File: config.mk
export PLATFORM = sky130hd
export DESIGN_NAME = c_subset_lexer
export DESIGN_NICKNAME = d
export VERILOG_FILES = /design/src/sv/csl_pkg.sv /design/src/sv/c_subset_lexer.sv /design/src/sv/csl_front.sv /design/src/sv/csl_back.sv
export SDC_FILE = /design/constraint.sdc
export NUM_CORES = 2
export LEC_CHECK = 0
export BUFFER_PORTS_ARGS = -buffer_cell sky130_fd_sc_hd__buf_4
export CAP_MARGIN = 20
export CELL_PAD_IN_SITES_DETAIL_PLACEMENT = 2
export CELL_PAD_IN_SITES_GLOBAL_PLACEMENT = 2
export CORE_ASPECT_RATIO = 1.25
export CORE_MARGIN = 10
export CORE_UTILIZATION = 46
export CTS_CLUSTER_SIZE = 28
export DETAILED_ROUTE_END_ITERATION = 8
export PLACE_DENSITY = 0.82
export SLEW_MARGIN = 20
export SYNTH_ARGS = -nofsm -noshare
export SYNTH_HDL_FRONTEND = slang
export SYNTH_SLANG_ARGS = --single-unit
export TNS_END_PERCENT = 50
File: constraint.sdc
create_clock -name clk -period 11.7 [get_ports clk]
set_input_delay 1.17 -clock clk [delete_from_list [all_inputs] [get_ports clk]]
set_output_delay 1.17 -clock clk [all_outputs]
set_load 0.005 [all_outputs]
File: src/sv/csl_pkg.sv
`timescale 1ns / 1ps
// ----------------------------------------------------------------------------
// csl_pkg: shared types and constants for the C-subset lexer
// Token codes, scanner state codes, character classes and the token record.
// ----------------------------------------------------------------------------
package csl_pkg;

  localparam int MAX_LEXEME_DEF    = 255;
  localparam int POSITION_BITS_DEF = 20;
  localparam int VALUE_BITS_DEF    = 32;
  localparam int LC_BITS           = 21;

  // token types
  localparam logic [5:0] T_EOF   = 6'd0;
  localparam logic [5:0] T_IDENT = 6'd1;
  localparam logic [5:0] T_INT   = 6'd2;
  localparam logic [5:0] T_FLOAT = 6'd3;
  localparam logic [5:0] T_CHARL = 6'd4;
  localparam logic [5:0] T_STRL  = 6'd5;
  localparam logic [5:0] T_KW0   = 6'd6;
  localparam logic [5:0] T_OP2   = 6'd22;
  localparam logic [5:0] T_OP1   = 6'd28;
  localparam logic [5:0] T_SLASH = 6'd31;
  localparam logic [5:0] T_DELIM = 6'd37;
  localparam logic [5:0] T_DOT   = 6'd45;

  // scanner states
  localparam logic [3:0] ST_IDLE   = 4'd0;
  localparam logic [3:0] ST_SLASH  = 4'd1;
  localparam logic [3:0] ST_LINE   = 4'd2;
  localparam logic [3:0] ST_BLOCK  = 4'd3;
  localparam logic [3:0] ST_BSTAR  = 4'd4;
  localparam logic [3:0] ST_IDENT  = 4'd5;
  localparam logic [3:0] ST_NUM    = 4'd6;
  localparam logic [3:0] ST_NUMDOT = 4'd7;
  localparam logic [3:0] ST_FRAC   = 4'd8;
  localparam logic [3:0] ST_OP     = 4'd9;
  localparam logic [3:0] ST_CHAR   = 4'd10;
  localparam logic [3:0] ST_STR    = 4'd11;

  // one token as it leaves the lexer, before width formatting
  typedef struct packed {
    logic [5:0]  ttype;
    logic [20:0] line;
    logic [20:0] column;
    logic [31:0] offset;
    logic [7:0]  length;
    logic [63:0] value;
    logic        sat;
  } token_t;

  // up to three tokens caused by one input item
  typedef struct packed {
    logic [1:0] count;
    token_t     t0;
    token_t     t1;
    token_t     t2;
  } group_t;

  function automatic logic is_alpha(input logic [7:0] c);
    return (c >= "a" && c <= "z") || (c >= "A" && c <= "Z") || c == "_";
  endfunction

  function automatic logic is_digit(input logic [7:0] c);
    return c >= "0" && c <= "9";
  endfunction

  function automatic logic is_space(input logic [7:0] c);
    return c == " " || (c >= 8'd9 && c <= 8'd13);
  endfunction

  function automatic logic [5:0] op1_type(input logic [7:0] c);
    logic [5:0] t;
    t = 6'd0;
    case (c)
      "+": t = T_OP1;
      "-": t = T_OP1 + 6'd1;
      "*": t = T_OP1 + 6'd2;
      "/": t = T_OP1 + 6'd3;
      "%": t = T_OP1 + 6'd4;
      "<": t = T_OP1 + 6'd5;
      ">": t = T_OP1 + 6'd6;
      "!": t = T_OP1 + 6'd7;
      "=": t = T_OP1 + 6'd8;
      default: t = 6'd0;
    endcase
    return t;
  endfunction

  function automatic logic [5:0] delim_type(input logic [7:0] c);
    logic [5:0] t;
    t = 6'd0;
    case (c)
      "(": t = T_DELIM;
      ")": t = T_DELIM + 6'd1;
      "[": t = T_DELIM + 6'd2;
      "]": t = T_DELIM + 6'd3;
      "{": t = T_DELIM + 6'd4;
      "}": t = T_DELIM + 6'd5;
      ";": t = T_DELIM + 6'd6;
      ",": t = T_DELIM + 6'd7;
      ".": t = T_DELIM + 6'd8;
      default: t = 6'd0;
    endcase
    return t;
  endfunction

  // two-character operator made of pending p and next c; 0 when none
  function automatic logic [5:0] op2_type(input logic [7:0] p, input logic [7:0] c);
    logic [5:0] t;
    t = 6'd0;
    if (p == "=" && c == "=") t = T_OP2;
    if (p == "!" && c == "=") t = T_OP2 + 6'd1;
    if (p == "<" && c == "=") t = T_OP2 + 6'd2;
    if (p == ">" && c == "=") t = T_OP2 + 6'd3;
    if (p == "&" && c == "&") t = T_OP2 + 6'd4;
    if (p == "|" && c == "|") t = T_OP2 + 6'd5;
    return t;
  endfunction

  // keyword lookup on the right-aligned window
  function automatic logic [5:0] kw_type(input logic [63:0] w, input logic [7:0] len);
    logic [5:0] t;
    t = T_IDENT;
    case (len)
      8'd2: if (w == 64'h6966) t = T_KW0 + 6'd5;
      8'd3: begin
        if (w == 64'h696e74) t = T_KW0;
        if (w == 64'h666f72) t = T_KW0 + 6'd8;
      end
      8'd4: begin
        if (w == 64'h626f6f6c) t = T_KW0 + 6'd2;
        if (w == 64'h63686172) t = T_KW0 + 6'd3;
        if (w == 64'h766f6964) t = T_KW0 + 6'd4;
        if (w == 64'h656c7365) t = T_KW0 + 6'd6;
        if (w == 64'h74727565) t = T_KW0 + 6'd12;
        if (w == 64'h72656164) t = T_KW0 + 6'd15;
      end
      8'd5: begin
        if (w == 64'h666c6f6174) t = T_KW0 + 6'd1;
        if (w == 64'h7768696c65) t = T_KW0 + 6'd7;
        if (w == 64'h627265616b) t = T_KW0 + 6'd10;
        if (w == 64'h66616c7365) t = T_KW0 + 6'd13;
        if (w == 64'h7072696e74) t = T_KW0 + 6'd14;
      end
      8'd6: if (w == 64'h72657475726e) t = T_KW0 + 6'd9;
      8'd8: if (w == 64'h636f6e74696e7565) t = T_KW0 + 6'd11;
      default: t = T_IDENT;
    endcase
    return t;
  endfunction

endpackage

File: src/sv/c_subset_lexer.sv
`timescale 1ns / 1ps
// Path: a byte's tokens pass the front end's output register and the token queue before reaching m_axis.
// Throughput: one byte per cycle while the queue has room; output sends one token per
// cycle while m_axis_tready is high, so a byte that yields several tokens sends them in turn,
// absorbed by the four-group token queue between front end and serializer.
// Reset: rst (synchronous) returns to line 1, column 1, offset 0, queue empty.
// ----------------------------------------------------------------------------
// c_subset_lexer: streaming lexer for a small C-like language
// Byte stream in, token stream out; front end scans, back end serializes.
// ----------------------------------------------------------------------------
module c_subset_lexer import csl_pkg::*; #(
  parameter int MAX_LEXEME    = MAX_LEXEME_DEF,
  parameter int POSITION_BITS = POSITION_BITS_DEF,
  parameter int VALUE_BITS    = VALUE_BITS_DEF
) (
  input  logic          clk,
  input  logic          rst,
  input  logic          s_axis_tvalid,
  output logic          s_axis_tready,
  input  logic [7:0]    s_axis_tdata,   // source_byte
  input  logic          s_axis_tuser,   // mode
  output logic          m_axis_tvalid,
  input  logic          m_axis_tready,
  // token_type[5:0], token_line[26:6], token_column[47:27],
  // start_offset, lexeme_length, int_value, value_saturated (from low bits up)
  output logic [((6+42+POSITION_BITS+8+VALUE_BITS+1+7)/8)*8-1:0] m_axis_tdata,
  output logic          m_axis_tlast    // last_of_run
);

  localparam int PAYLOAD = 6 + 42 + POSITION_BITS + 8 + VALUE_BITS + 1;
  localparam int TDW     = ((PAYLOAD + 7) / 8) * 8;

  group_t grp;
  logic   grp_valid, grp_ready;
  token_t tok;

  csl_front #(
    .MAX_LEXEME(MAX_LEXEME), .POSITION_BITS(POSITION_BITS), .VALUE_BITS(VALUE_BITS)
  ) u_front (
    .clk(clk), .rst(rst),
    .in_valid(s_axis_tvalid), .in_ready(s_axis_tready),
    .in_mode(s_axis_tuser), .in_byte(s_axis_tdata),
    .grp_valid(grp_valid), .grp_ready(grp_ready), .grp(grp)
  );

  csl_back #(
    .POSITION_BITS(POSITION_BITS), .VALUE_BITS(VALUE_BITS)
  ) u_back (
    .clk(clk), .rst(rst),
    .grp_valid(grp_valid), .grp_ready(grp_ready), .grp(grp),
    .out_valid(m_axis_tvalid), .out_ready(m_axis_tready),
    .out_token(tok), .out_last(m_axis_tlast)
  );

  // pack the token fields
  assign m_axis_tdata = TDW'({tok.sat, tok.value[VALUE_BITS-1:0], tok.length,
                              tok.offset[POSITION_BITS-1:0], tok.column, tok.line,
                              tok.ttype});

  // an offered group stays valid until the queue takes it
  a_no_loss: assert property (@(posedge clk) disable iff (rst)
    grp_valid && !grp_ready |=> grp_valid)
    else $error("token group dropped");

  // an EOF token always ends its run
  a_eof_last: assert property (@(posedge clk) disable iff (rst)
    m_axis_tvalid && tok.ttype == T_EOF |-> m_axis_tlast)
    else $error("EOF not last of run");

  // tokens other than DOT carry a nonzero line
  a_line: assert property (@(posedge clk) disable iff (rst)
    m_axis_tvalid && tok.ttype != T_DOT |-> tok.line != '0)
    else $error("token line zero");

endmodule

File: src/sv/csl_front.sv
`timescale 1ns / 1ps
// ----------------------------------------------------------------------------
// csl_front: scanner front end
// Takes one request per cycle while in_ready is high, updates the scan state and
// position counters, and pushes the group of tokens the byte produced into the queue.
// ----------------------------------------------------------------------------
module csl_front import csl_pkg::*; #(
  parameter int MAX_LEXEME    = MAX_LEXEME_DEF,
  parameter int POSITION_BITS = POSITION_BITS_DEF,
  parameter int VALUE_BITS    = VALUE_BITS_DEF
) (
  input  logic        clk,
  input  logic        rst,
  input  logic        in_valid,
  output logic        in_ready,
  input  logic        in_mode,
  input  logic [7:0]  in_byte,
  output logic        grp_valid,
  input  logic        grp_ready,
  output group_t      grp
);

  localparam logic [VALUE_BITS-1:0] VMAX = '1;
  localparam logic [7:0] LMAX = 8'(MAX_LEXEME);
  localparam logic [LC_BITS-1:0] LCMAX = '1;

  logic [3:0]               scan_state, scan_state_next;
  logic [7:0]               pending_char, pending_char_next;
  logic [63:0]              keyword_window, keyword_window_next;
  logic [LC_BITS-1:0]       current_line, current_column;
  logic [POSITION_BITS-1:0] current_offset;
  logic [LC_BITS-1:0]       start_line, start_line_next;
  logic [LC_BITS-1:0]       start_column, start_column_next;
  logic [POSITION_BITS-1:0] start_position, start_position_next;
  logic [7:0]               length_count, length_count_next;
  logic [VALUE_BITS-1:0]    value_accumulator, value_accumulator_next;
  logic                     escape_pending, escape_pending_next;
  logic                     len_sat, len_sat_next, val_sat, val_sat_next;
  logic [LC_BITS-1:0]       mark_line, mark_line_next, mark_column, mark_column_next;
  logic [POSITION_BITS-1:0] mark_offset, mark_offset_next;

  logic   fire;
  group_t g;

  assign in_ready = !grp_valid || grp_ready;
  assign fire     = in_valid && in_ready;

  // combinational step of the scanner
  always_comb begin
    token_t tk [3];
    logic [1:0] n;
    logic rescan;
    logic [7:0] c;
    logic [5:0] t;
    logic [VALUE_BITS+3:0] prod;
    logic [VALUE_BITS-1:0] dval;

    c = in_byte;
    n = 2'd0;
    rescan = 1'b0;
    for (int i = 0; i < 3; i++) tk[i] = '0;
    scan_state_next        = scan_state;
    pending_char_next      = pending_char;
    keyword_window_next    = keyword_window;
    start_line_next        = start_line;
    start_column_next      = start_column;
    start_position_next    = start_position;
    length_count_next      = length_count;
    value_accumulator_next = value_accumulator;
    escape_pending_next    = escape_pending;
    len_sat_next           = len_sat;
    val_sat_next           = val_sat;
    mark_line_next         = mark_line;
    mark_column_next       = mark_column;
    mark_offset_next       = mark_offset;
    t = 6'd0;
    dval = VALUE_BITS'(c - "0");
    prod = {4'd0, value_accumulator} * (VALUE_BITS+4)'(10) + (VALUE_BITS+4)'(dval);

    // tokens pending in the current state (flush / terminate)
    if (in_mode || (scan_state != ST_IDLE)) begin
      case (scan_state)
        ST_SLASH: begin
          if (in_mode || (c != "/" && c != "*")) begin
            tk[n] = '{T_SLASH, start_line, start_column, 32'(start_position), 8'd1, 64'd0, 1'b0};
            n = n + 2'd1;
            rescan = 1'b1;
          end else if (c == "/") scan_state_next = ST_LINE;
          else scan_state_next = ST_BLOCK;
        end
        ST_LINE: if (!in_mode && c == "\n") scan_state_next = ST_IDLE;
        ST_BLOCK: if (!in_mode && c == "*") scan_state_next = ST_BSTAR;
        ST_BSTAR: if (!in_mode) begin
          if (c == "/") scan_state_next = ST_IDLE;
          else if (c != "*") scan_state_next = ST_BLOCK;
        end
        ST_IDENT: begin
          if (!in_mode && (is_alpha(c) || is_digit(c))) begin
            if (length_count < LMAX) length_count_next = length_count + 8'd1;
            else len_sat_next = 1'b1;
            keyword_window_next = {keyword_window[55:0], c};
          end else begin
            tk[n] = '{(length_count <= 8'd8) ? kw_type(keyword_window, length_count) : T_IDENT,
                      start_line, start_column, 32'(start_position), length_count, 64'd0,
                      len_sat};
            n = n + 2'd1;
            rescan = 1'b1;
          end
        end
        ST_NUM: begin
          if (!in_mode && is_digit(c)) begin
            if (length_count < LMAX) length_count_next = length_count + 8'd1;
            else len_sat_next = 1'b1;
            if (!val_sat) begin
              if (prod > (VALUE_BITS+4)'(VMAX)) begin
                value_accumulator_next = VMAX;
                val_sat_next = 1'b1;
              end else value_accumulator_next = prod[VALUE_BITS-1:0];
            end
          end else if (!in_mode && c == ".") begin
            scan_state_next  = ST_NUMDOT;
            mark_line_next   = current_line;
            mark_column_next = current_column;
            mark_offset_next = current_offset;
          end else begin
            tk[n] = '{T_INT, start_line, start_column, 32'(start_position), length_count,
                      64'(value_accumulator), len_sat || val_sat};
            n = n + 2'd1;
            rescan = 1'b1;
          end
        end
        ST_NUMDOT: begin
          if (!in_mode && is_digit(c)) begin
            if (length_count <= LMAX - 8'd2) length_count_next = length_count + 8'd2;
            else begin
              length_count_next = LMAX;
              len_sat_next = 1'b1;
            end
            scan_state_next = ST_FRAC;
          end else begin
            tk[n] = '{T_INT, start_line, start_column, 32'(start_position), length_count,
                      64'(value_accumulator), len_sat || val_sat};
            n = n + 2'd1;
            tk[n] = '{T_DOT, mark_line, mark_column, 32'(mark_offset), 8'd1, 64'd0, 1'b0};
            n = n + 2'd1;
            rescan = 1'b1;
          end
        end
        ST_FRAC: begin
          if (!in_mode && is_digit(c)) begin
            if (length_count < LMAX) length_count_next = length_count + 8'd1;
            else len_sat_next = 1'b1;
          end else begin
            tk[n] = '{T_FLOAT, start_line, start_column, 32'(start_position), length_count,
                      64'd0, len_sat};
            n = n + 2'd1;
            rescan = 1'b1;
          end
        end
        ST_OP: begin
          t = op2_type(pending_char, c);
          if (!in_mode && t != 6'd0) begin
            tk[n] = '{t, start_line, start_column, 32'(start_position), 8'd2, 64'd0, 1'b0};
            n = n + 2'd1;
            scan_state_next = ST_IDLE;
          end else begin
            t = op1_type(pending_char);
            if (t != 6'd0) begin
              tk[n] = '{t, start_line, start_column, 32'(start_position), 8'd1, 64'd0, 1'b0};
              n = n + 2'd1;
            end
            rescan = 1'b1;
          end
        end
        ST_CHAR, ST_STR: if (!in_mode) begin
          if (escape_pending) begin
            escape_pending_next = 1'b0;
            if (length_count < LMAX) length_count_next = length_count + 8'd1;
            else len_sat_next = 1'b1;
          end else if (c == "\n" || (scan_state == ST_STR && (c == ")" || c == ";"))) begin
            rescan = 1'b1;
          end else if ((scan_state == ST_CHAR && c == "'") ||
                       (scan_state == ST_STR && c == "\"")) begin
            tk[n] = '{(scan_state == ST_CHAR) ? T_CHARL : T_STRL, start_line, start_column,
                      32'(start_position),
                      (length_count < LMAX) ? length_count + 8'd1 : length_count,
                      64'd0, len_sat || (length_count >= LMAX)};
            n = n + 2'd1;
            scan_state_next = ST_IDLE;
          end else begin
            if (c == "\\") escape_pending_next = 1'b1;
            if (length_count < LMAX) length_count_next = length_count + 8'd1;
            else len_sat_next = 1'b1;
          end
        end
        default: rescan = 1'b1;
      endcase
    end else begin
      rescan = 1'b1;
    end

    // fresh scan of the byte from idle
    if (!in_mode && rescan) begin
      scan_state_next = ST_IDLE;
      if (!is_space(c)) begin
        if (c == "/" || is_alpha(c) || is_digit(c) || c == "'" || c == "\"" ||
            c == "=" || c == "!" || c == "<" || c == ">" || c == "&" || c == "|") begin
          start_line_next        = current_line;
          start_column_next      = current_column;
          start_position_next    = current_offset;
          length_count_next      = 8'd1;
          len_sat_next           = 1'b0;
          val_sat_next           = 1'b0;
          value_accumulator_next = '0;
          escape_pending_next    = 1'b0;
          if (c == "/") scan_state_next = ST_SLASH;
          else if (is_alpha(c)) begin
            scan_state_next     = ST_IDENT;
            keyword_window_next = 64'(c);
          end else if (is_digit(c)) begin
            scan_state_next        = ST_NUM;
            value_accumulator_next = dval;
          end else if (c == "'") scan_state_next = ST_CHAR;
          else if (c == "\"") scan_state_next = ST_STR;
          else begin
            scan_state_next   = ST_OP;
            pending_char_next = c;
          end
        end else begin
          t = op1_type(c);
          if (t == 6'd0) t = delim_type(c);
          if (t != 6'd0) begin
            tk[n] = '{t, current_line, current_column, 32'(current_offset), 8'd1, 64'd0, 1'b0};
            n = n + 2'd1;
          end
        end
      end
    end

    // end of source appends EOF
    if (in_mode) begin
      tk[n] = '{T_EOF, current_line, current_column, 32'(current_offset), 8'd0, 64'd0, 1'b0};
      n = n + 2'd1;
    end

    g.count = n;
    g.t0 = tk[0];
    g.t1 = tk[1];
    g.t2 = tk[2];
  end

  // state registers
  always_ff @(posedge clk) begin
    if (rst || (fire && in_mode)) begin
      scan_state        <= ST_IDLE;
      pending_char      <= '0;
      keyword_window    <= '0;
      current_line      <= LC_BITS'(1);
      current_column    <= LC_BITS'(1);
      current_offset    <= '0;
      start_line        <= LC_BITS'(1);
      start_column      <= LC_BITS'(1);
      start_position    <= '0;
      length_count      <= '0;
      value_accumulator <= '0;
      escape_pending    <= 1'b0;
      len_sat           <= 1'b0;
      val_sat           <= 1'b0;
      mark_line         <= '0;
      mark_column       <= '0;
      mark_offset       <= '0;
    end else if (fire) begin
      scan_state        <= scan_state_next;
      pending_char      <= pending_char_next;
      keyword_window    <= keyword_window_next;
      start_line        <= start_line_next;
      start_column      <= start_column_next;
      start_position    <= start_position_next;
      length_count      <= length_count_next;
      value_accumulator <= value_accumulator_next;
      escape_pending    <= escape_pending_next;
      len_sat           <= len_sat_next;
      val_sat           <= val_sat_next;
      mark_line         <= mark_line_next;
      mark_column       <= mark_column_next;
      mark_offset       <= mark_offset_next;
      if (in_byte == "\n") begin
        if (current_line < LCMAX) current_line <= current_line + LC_BITS'(1);
        current_column <= LC_BITS'(1);
      end else if (current_column < LCMAX) begin
        current_column <= current_column + LC_BITS'(1);
      end
      current_offset <= current_offset + POSITION_BITS'(1);
    end
  end

  // output stage toward the queue; empty groups are dropped
  always_ff @(posedge clk) begin
    if (rst) begin
      grp_valid <= 1'b0;
    end else if (in_ready) begin
      grp_valid <= fire && (g.count != 2'd0);
    end
  end

  always_ff @(posedge clk) begin
    if (in_ready) grp <= g;
  end

endmodule

File: src/sv/csl_back.sv
`timescale 1ns / 1ps
// ----------------------------------------------------------------------------
// csl_back: token queue and serializer
// Holds token groups in a small queue and sends their tokens one per cycle while
// out_ready is high, marking the final token of each group.
// ----------------------------------------------------------------------------
module csl_back import csl_pkg::*; #(
  parameter int POSITION_BITS = POSITION_BITS_DEF,
  parameter int VALUE_BITS    = VALUE_BITS_DEF
) (
  input  logic         clk,
  input  logic         rst,
  input  logic         grp_valid,
  output logic         grp_ready,
  input  group_t       grp,
  output logic         out_valid,
  input  logic         out_ready,
  output token_t       out_token,
  output logic         out_last
);

  localparam int DEPTH = 4;

  group_t     q [DEPTH];
  logic [1:0] wr_ptr, rd_ptr;
  logic [2:0] fill;
  logic [1:0] sel;
  group_t     head;
  logic       push, pop, take;

  assign head      = q[rd_ptr];
  assign grp_ready = (fill != 3'(DEPTH));
  assign push      = grp_valid && grp_ready;
  assign out_valid = (fill != 3'd0);
  assign take      = out_valid && out_ready;
  assign out_last  = (sel == head.count - 2'd1);
  assign pop       = take && out_last;

  always_comb begin
    case (sel)
      2'd0: out_token = head.t0;
      2'd1: out_token = head.t1;
      default: out_token = head.t2;
    endcase
  end

  // queue storage
  always_ff @(posedge clk) begin
    if (push) q[wr_ptr] <= grp;
  end

  // queue pointers and token select
  always_ff @(posedge clk) begin
    if (rst) begin
      wr_ptr <= '0;
      rd_ptr <= '0;
      fill   <= '0;
      sel    <= '0;
    end else begin
      if (push) wr_ptr <= wr_ptr + 2'd1;
      if (pop) rd_ptr <= rd_ptr + 2'd1;
      fill <= fill + 3'(push) - 3'(pop);
      if (pop) sel <= '0;
      else if (take) sel <= sel + 2'd1;
    end
  end

endmodule
; ---- Yosys cells after proc, flatten, opt, wreduce, memory -nomap -nowiden
; Memory sizes are Yosys's and may differ from the RTL's. A register that Yosys moved wholly into a read port is not among the register bits.
; Index checks and enable logic that the tools add are counted.
[classes]
reduce_logical = 76
bitwise_logic = 9
eq_ne = 88
muxes = 193
n_lt_le_gt_ge = 19
mul = 1
n_addsub = 15
[ops]
columns = cell, count
row1 = 2-to-1 mux 459 bit, 5
row2 = 2-to-1 mux 153 bit, 11
row3 = one-hot mux 153 bit (7 select lines), 1
row4 = bitwise mux 459 bit, 2
row5 = demux 153 bit (select 2 bit), 2
row6 = 2-to-1 mux 64 bit, 8
row7 = == test 64 x 31 -> 1 bit (second input constant), 6
row8 = 2-to-1 mux 32 bit, 11
row9 = == test 64 x 39 -> 1 bit (second input constant), 5
row10 = 2-to-1 mux 306 bit, 1
row11 = one-hot mux 153 bit (2 select lines), 1
row12 = 2-to-1 mux 302 bit, 1
row13 = 2-to-1 mux 149 bit, 2
row14 = == test 8 x 6 -> 1 bit (second input constant), 28
row15 = one-hot mux 6 bit (9 select lines), 3
row16 = 2-to-1 mux 152 bit, 1
row17 = == test 64 x 23 -> 1 bit (second input constant), 2
row18 = 2-to-1 mux 4 bit, 30
row19 = 2-to-1 mux 8 bit, 13
row20 = 2-to-1 mux 6 bit, 13
row21 = == test 64 x 15 -> 1 bit (second input constant), 1
row22 = == test 64 x 47 -> 1 bit (second input constant), 1
row23 = == test 64 x 63 -> 1 bit (second input constant), 1
row24 = == test 8 x 7 -> 1 bit (second input constant), 8
row25 = 69 further kinds, 244
[totals]
out_inout_bits = 115
regBits = 776
word_cells = 446
mem_count = 1
ramBits = 1844
[memory_table]
columns = memory, words, word_bits, read_ports, rd_ports_with_merged_regs, wr, line_no
row1 = u_back.q, 4, 461, 1, 1, 1, csl_back.sv:24  ; group_t q [DEPTH];

; ---- Longest topological paths before layout
[logic_depth]
word_depth = 34
depth_mapped = 25
mapped_depth_nobuf = 23

; ---- Cells and area by module
; Synthesis repeated with hierarchy kept, for this count alone.
[unflattened]
cells_unflattened = 6469
area_unflattened_um2 = 100448.8
[modules_own_cells]
columns = module, area_each_um2, instances, seq_area_each_um2, cells_per_inst
row1 = csl_back, 69391.6, 1, 55593.3, 2987
row2 = csl_front, 31031.0, 1, 13603.0, 3478
row3 = c_subset_lexer, 26.3, 1, 0.0, 4

; ---- Worst setup path before layout
; No wires, ideal clock.
[synth_timing]
path_type = reg-to-reg
startpoint = reg u_back.fill[1]
endpoint = reg u_front.current_column[18]
setup_time_ns = 0.128
path_stages_with_launch = 11
period_less_slack_ns = 10.224
arrival_time_ns = 10.096
slack_ns = 1.476
path_cell_list = dfxtp_1 -> nor2_1 -> nand3_1 -> nand2_1 -> a21oi_1 -> and3_1 -> nand3_1 -> nor2_1 -> nand3_1 -> xor2_1 -> nor2_1
[synth_via]
elab_chain_cells = 5
elab_cells_between_ends = 6
cone_classes = eq/ne (1) / reduce/logical (5)
[synth_lines]
columns = item, line_no
row1 = start: declaration, csl_back.sv:26  ; logic [2:0] fill;
row2 = start signal: assignment, csl_back.sv:62  ; fill <= fill + 3'(push) - 3'(pop);
row3 = inequality test 3 bit *, csl_back.sv:32  ; assign grp_ready = (fill != 3'(DEPTH));
row4 = logical OR 1 bit *, csl_front.sv:45  ; assign in_ready = !grp_valid || grp_ready;
row5 = via s_axis_tready, c_subset_lexer.sv:19  ; output logic s_axis_tready,
row6 = logical AND 1 bit *, csl_front.sv:46  ; assign fire = in_valid && in_ready;
row7 = logical AND 1 bit, csl_front.sv:254  ; if (rst || (fire && in_mode)) begin
row8 = logical OR 1 bit, csl_front.sv:254
row9 = end signal: assignment, csl_front.sv:291  ; current_column <= current_column + LC_BITS'(1);
row10 = end: declaration, csl_front.sv:30  ; logic [LC_BITS-1:0] current_line, current_column;
; Mark *: on every way through the listed nets, which the timed path passes. The rest lies on a longest branch.
; A chain may end at the register's enable or synchronous reset.

; ---- Worst setup path in the final report
[layout_timing]
startpoint = reg u_front.value_accumulator[1]
endpoint = reg u_front.value_accumulator[29]
[layout_via]
elab_chain_cells = 11
[layout_lines]
columns = item, line_no
row1 = start: declaration, csl_front.sv:36  ; logic [VALUE_BITS-1:0] value_accumulator, value_accumulator_next;
row2 = start signal: assignment, csl_front.sv:280  ; value_accumulator <= value_accumulator_next;
row3 = multiplier 32 x 3 -> 35 bit *, csl_front.sv:78  ; prod = {4'd0, value_accumulator} * (VALUE_BITS+4)'(10) + (VALUE_BITS+4)'(dval);
row4 = adder 36 x 32 -> 36 bit *, csl_front.sv:78
row5 = > comparator 36 x 32 -> 1 bit, csl_front.sv:115  ; if (prod > (VALUE_BITS+4)'(VMAX)) begin
row6 = 2-to-1 mux 32 bit *, csl_front.sv:115
row7 = 2-to-1 mux 32 bit *, csl_front.sv:114  ; if (!val_sat) begin
row8 = 2-to-1 mux 32 bit *, csl_front.sv:111  ; if (!in_mode && is_digit(c)) begin
row9 = 2-to-1 mux 32 bit *, csl_front.sv:82  ; case (scan_state)
row10 = 2-to-1 mux 32 bit *, csl_front.sv:81  ; if (in_mode || (scan_state != ST_IDLE)) begin
row11 = 2-to-1 mux 32 bit, csl_front.sv:206  ; if (c == "/" || is_alpha(c) || is_digit(c) || c == "'" || c == "\"" ||
row12 = 2-to-1 mux 32 bit, csl_front.sv:205  ; if (!is_space(c)) begin
row13 = 2-to-1 mux 32 bit *, csl_front.sv:203  ; if (!in_mode && rescan) begin
; Mark *: on every way between the ends. The rest lies on a longest branch, timed or not.

==> flow_summary.toml <==
[detailed_routing]
drt_pass1_iterations = 7
drtAntennaViolNets = 0
dr.first_iter.drc_count = 4129
vias = 43600
wirelength_mm = 229
routedWlPerCell_um = 33.4
vias_per_cell = 6.36
drc = 0

[timing]
setup_viol = 0
tightest_slew_ns = 1.23
drv_slew = 0
fin_crit_ns = 6.58
tns_ns = 0
hold_viol = 0
rsz0062_at_grt = "no"
relSlewSlack = 0.177
fin_crit_sh = 0.562
fin_skew_ns = 0.0348
fmax_mhz = 152

[worst_hold_path]
hold_path_class = "reg2reg"
hold_depth = 2
holdPathEnd = "u_front.mark_column[13]"
hold_start = "u_front.mark_column[13]"

[cts]
path_clk_slew_ns = 0.06
cts_htree_levels = 4
post_cts.repair.setup_buffers = 0
clk_latency_ns = 0.81
cts_tree = "yes"
clk_path_buf_depth = 3
holdBufCountCts = 0
cts_resized = 0
cts_buffers = 157
clock-sinks = 1562
root_buffer = "clkbuf_16"

[setup_path]
crit_fanout = 18
required_ns = 12.33
reg2regPathDepth = 22
worst_setup_path_start_kind = "flop"
slowest_stage = "nor2_1"
crit_chain = "ha_1 -> ha_1 -> fa_1 -> a211oi_1 -> o21ai_0 -> a211oi_1 -> o21ai_0 -> or2_2 -> a221oi_1 -> xnor2_1 -> ha_1 -> o21ai_0 -> nand2b_1 -> o2111ai_1 -> a31oi_1 -> a211oi_1 -> a21oi_1 -> nor2_1 -> o2bb2ai_1 -> buf_4 -> nor2_1 -> a311oi_1"
r2r_slack_ns = 5.12
critPathKind = "reg2reg"
r2r-end = "u_front.value_accumulator[29]"
endpoint_kind = "flop"
regToRegStartpoint = "u_front.value_accumulator[1]"
max_stage_delay_ns = 0.62
worst-endpoint-arrival_ns = 7.21

[die]
die-area_um2 = 160000
die_w_um = 360
initial_core_util = 0.464
rows = 155
num_io_pins = 128
die_y_um = 445
core_um2 = 143000

[synth]
ys.flop_type = "edfxtp_1"
synth_area_per_cell_um2 = 13.8
ys_seq_area_frac = 0.659
synth_cell_types = 96
syn-cell-area_um2 = 66300
yosysWarnings = 0
synth_edf_count = 1245
synth_seq_cells = 1562
synth_cells = 4807
async_flop_share = 0

[power_and_ir_drop]
power_density_nw_per_um2 = 179
combPwrFrac = 0.126
swShare = 0.268
p_int_mw = 9.67
p_sw_mw = 3.54
ir_drop_uv = 184
clkPwrFrac = 0.388
leakage_nw = 25.5
p_seq_frac = 0.486

[placement]
portBuffers = 124
place_area_um2 = 69000
place_hpwl_mm = 132
gp_congestion = 0.859

[run]
maxCapViolations = 0

[final_layout]
area_growth_pct = 11.5
fillers = 13100
final_cell_mix = "edfxtp_1, nand2_1, dfxtp_1, nor2_1, mux4_2"
stdcell_area_um2 = 74000
final_common_cell = "edfxtp_1"
nNetsFinal = 4974
num_antenna_cells = 0
layout-drive-gt1-share = 0.146

[run_status]
status = "finished, final reports clean"

[grt]
grt_pass1_vias = 48300
grt_max_degree = 164
grt_pass1_wl_mm = 342
antenna_found_initial = 2
gr-total-overflow = 0
grt.total_usage = 0.282
-- metrics by stage --
step	hold slack, ns	utilization	instances	worst slack, ns	total power, mW
after floorplan	0.432	-	4809	1.48	7.32
after global placement	0.438	0.482	6562	5.14	8.04
after detailed placement	0.451	0.482	6562	4.56	8.17
after CTS	0.466	0.517	6856	5.17	13.3
after global routing	0.502	0.517	6856	4.57	13.6
final	0.466	0.517	6856	5.12	13.2
-- sequential cells by signal, summed over array words and instances, names as in the netlist, 8 cells and up, named ones only --
register                   cells
u_back.q                     996
u_front.grp                  249
u_front.keyword_window        64
u_front.value_accumulator     32
u_front.current_column        21
u_front.current_line          21
u_front.mark_column           21
u_front.mark_line             21
u_front.start_column          21
u_front.start_line            21
u_front.current_offset        20
u_front.mark_offset           20
u_front.start_position        20
u_front.length_count           8
u_front.pending_char           8
-- cells by family (layout without fill, tap and decap cells) --
kind of cell               after synthesis  count (layout)  synth area share
buffers and inverters                  357             520            0.0218
DFF                                   1562            1562             0.659
xor gates and xnor gates               111             111            0.0147
adders and majority gates              124             124            0.0237
muxes                                  322             322            0.0956
AOI/OAI and AO/OA                      817             817            0.0780
other                                    1               3         0.0000565
and+or+nand+nor                       1513            1513             0.107
-- final cells by class --
| class | instances | area (um2) | area share |
|---|---|---|---|
| clock buffers | 233 | 4510 | 0.0610 |
| clock inverters | 61 | 489 | 0.00661 |
| inverters | 49 | 184 | 0.00249 |
| multi-input cells | 2890 | 21300 | 0.288 |
| flip-flops and latches | 1562 | 43700 | 0.591 |
| well taps | 1884 | 2360 | 0.0319 |
| repair buffers | 177 | 1390 | 0.0188 |
-- routing by layer --
layer / track usage / up-vias / wire length, um
met5: 0 / - / 23
met4: 0.113 / 4 / 9260
met3: 0.0396 / 529 / 11200
met2: 0.513 / 1664 / 122000
met1: 0.334 / 23200 / 86900
li1: - / 18200 / -
-- power groups by stage --
stage / logic, mW / clock network [mW] / registers, mW
floorplan: 0.865 / 0 / 6.46
global placement: 1.58 / 0 / 6.46
detailed placement: 1.65 / 0 / 6.52
CTS: 1.69 / 5.18 / 6.42
global route: 1.77 / 5.39 / 6.44
finish: 1.67 / 5.12 / 6.42
-- worst max path at each step --
stage / startpoint / to / slack [ns]
after floorplan: u_back.fill[1] / u_front.current_column[18] / 1.48
after global routing: u_front.value_accumulator[1] / u_front.value_accumulator[25] / 4.57
after global placement: s_axis_tdata[4] / u_front.grp[386] / 5.14
after detailed placement: s_axis_tdata[4] / u_front.grp[227] / 4.56
final: u_front.value_accumulator[1] / u_front.value_accumulator[29] / 5.12
after CTS: u_front.value_accumulator[1] / u_front.value_accumulator[31] / 5.17
-- worst max-delay path, delay by kind of cell (launching register included) --
kind	cells	cell delay, ns
AO/OA/AOI/OAI	12	3.04
AND/OR/NAND/NOR	4	1.19
XOR/XNOR	1	0.12
flip-flops	1	0.48
buffers and inverters	1	0.21
adder cells (fa/ha/maj)	4	1.35
-- synthesized netlist by cell type (27+ instances only) --
cell / n / share of area
a21o_1: 29 / 0.0033
a21oi_1: 221 / 0.017
a22o_1: 57 / 0.0075
a22oi_1: 79 / 0.0089
and2_1: 93 / 0.0088
and3_1: 38 / 0.0036
buf_1: 27 / 0.0015
buf_2: 35 / 0.0026
clkbuf_1: 226 / 0.013
dfxtp_1: 317 / 0.096
edfxtp_1: 1245 / 0.56
ha_1: 121 / 0.023
inv_1: 46 / 0.0026
mux2i_1: 71 / 0.011
mux4_2: 249 / 0.085
nand2_1: 683 / 0.039
nand3_1: 70 / 0.0053
nand4_1: 47 / 0.0044
nor2_1: 296 / 0.017
nor2b_1: 72 / 0.0068
nor3_1: 52 / 0.0039
o21ai_0: 187 / 0.014
o21ai_1: 45 / 0.0034
xnor2_1: 62 / 0.0082
xor2_1: 49 / 0.0065
Power figures use the tool's default switching activity.
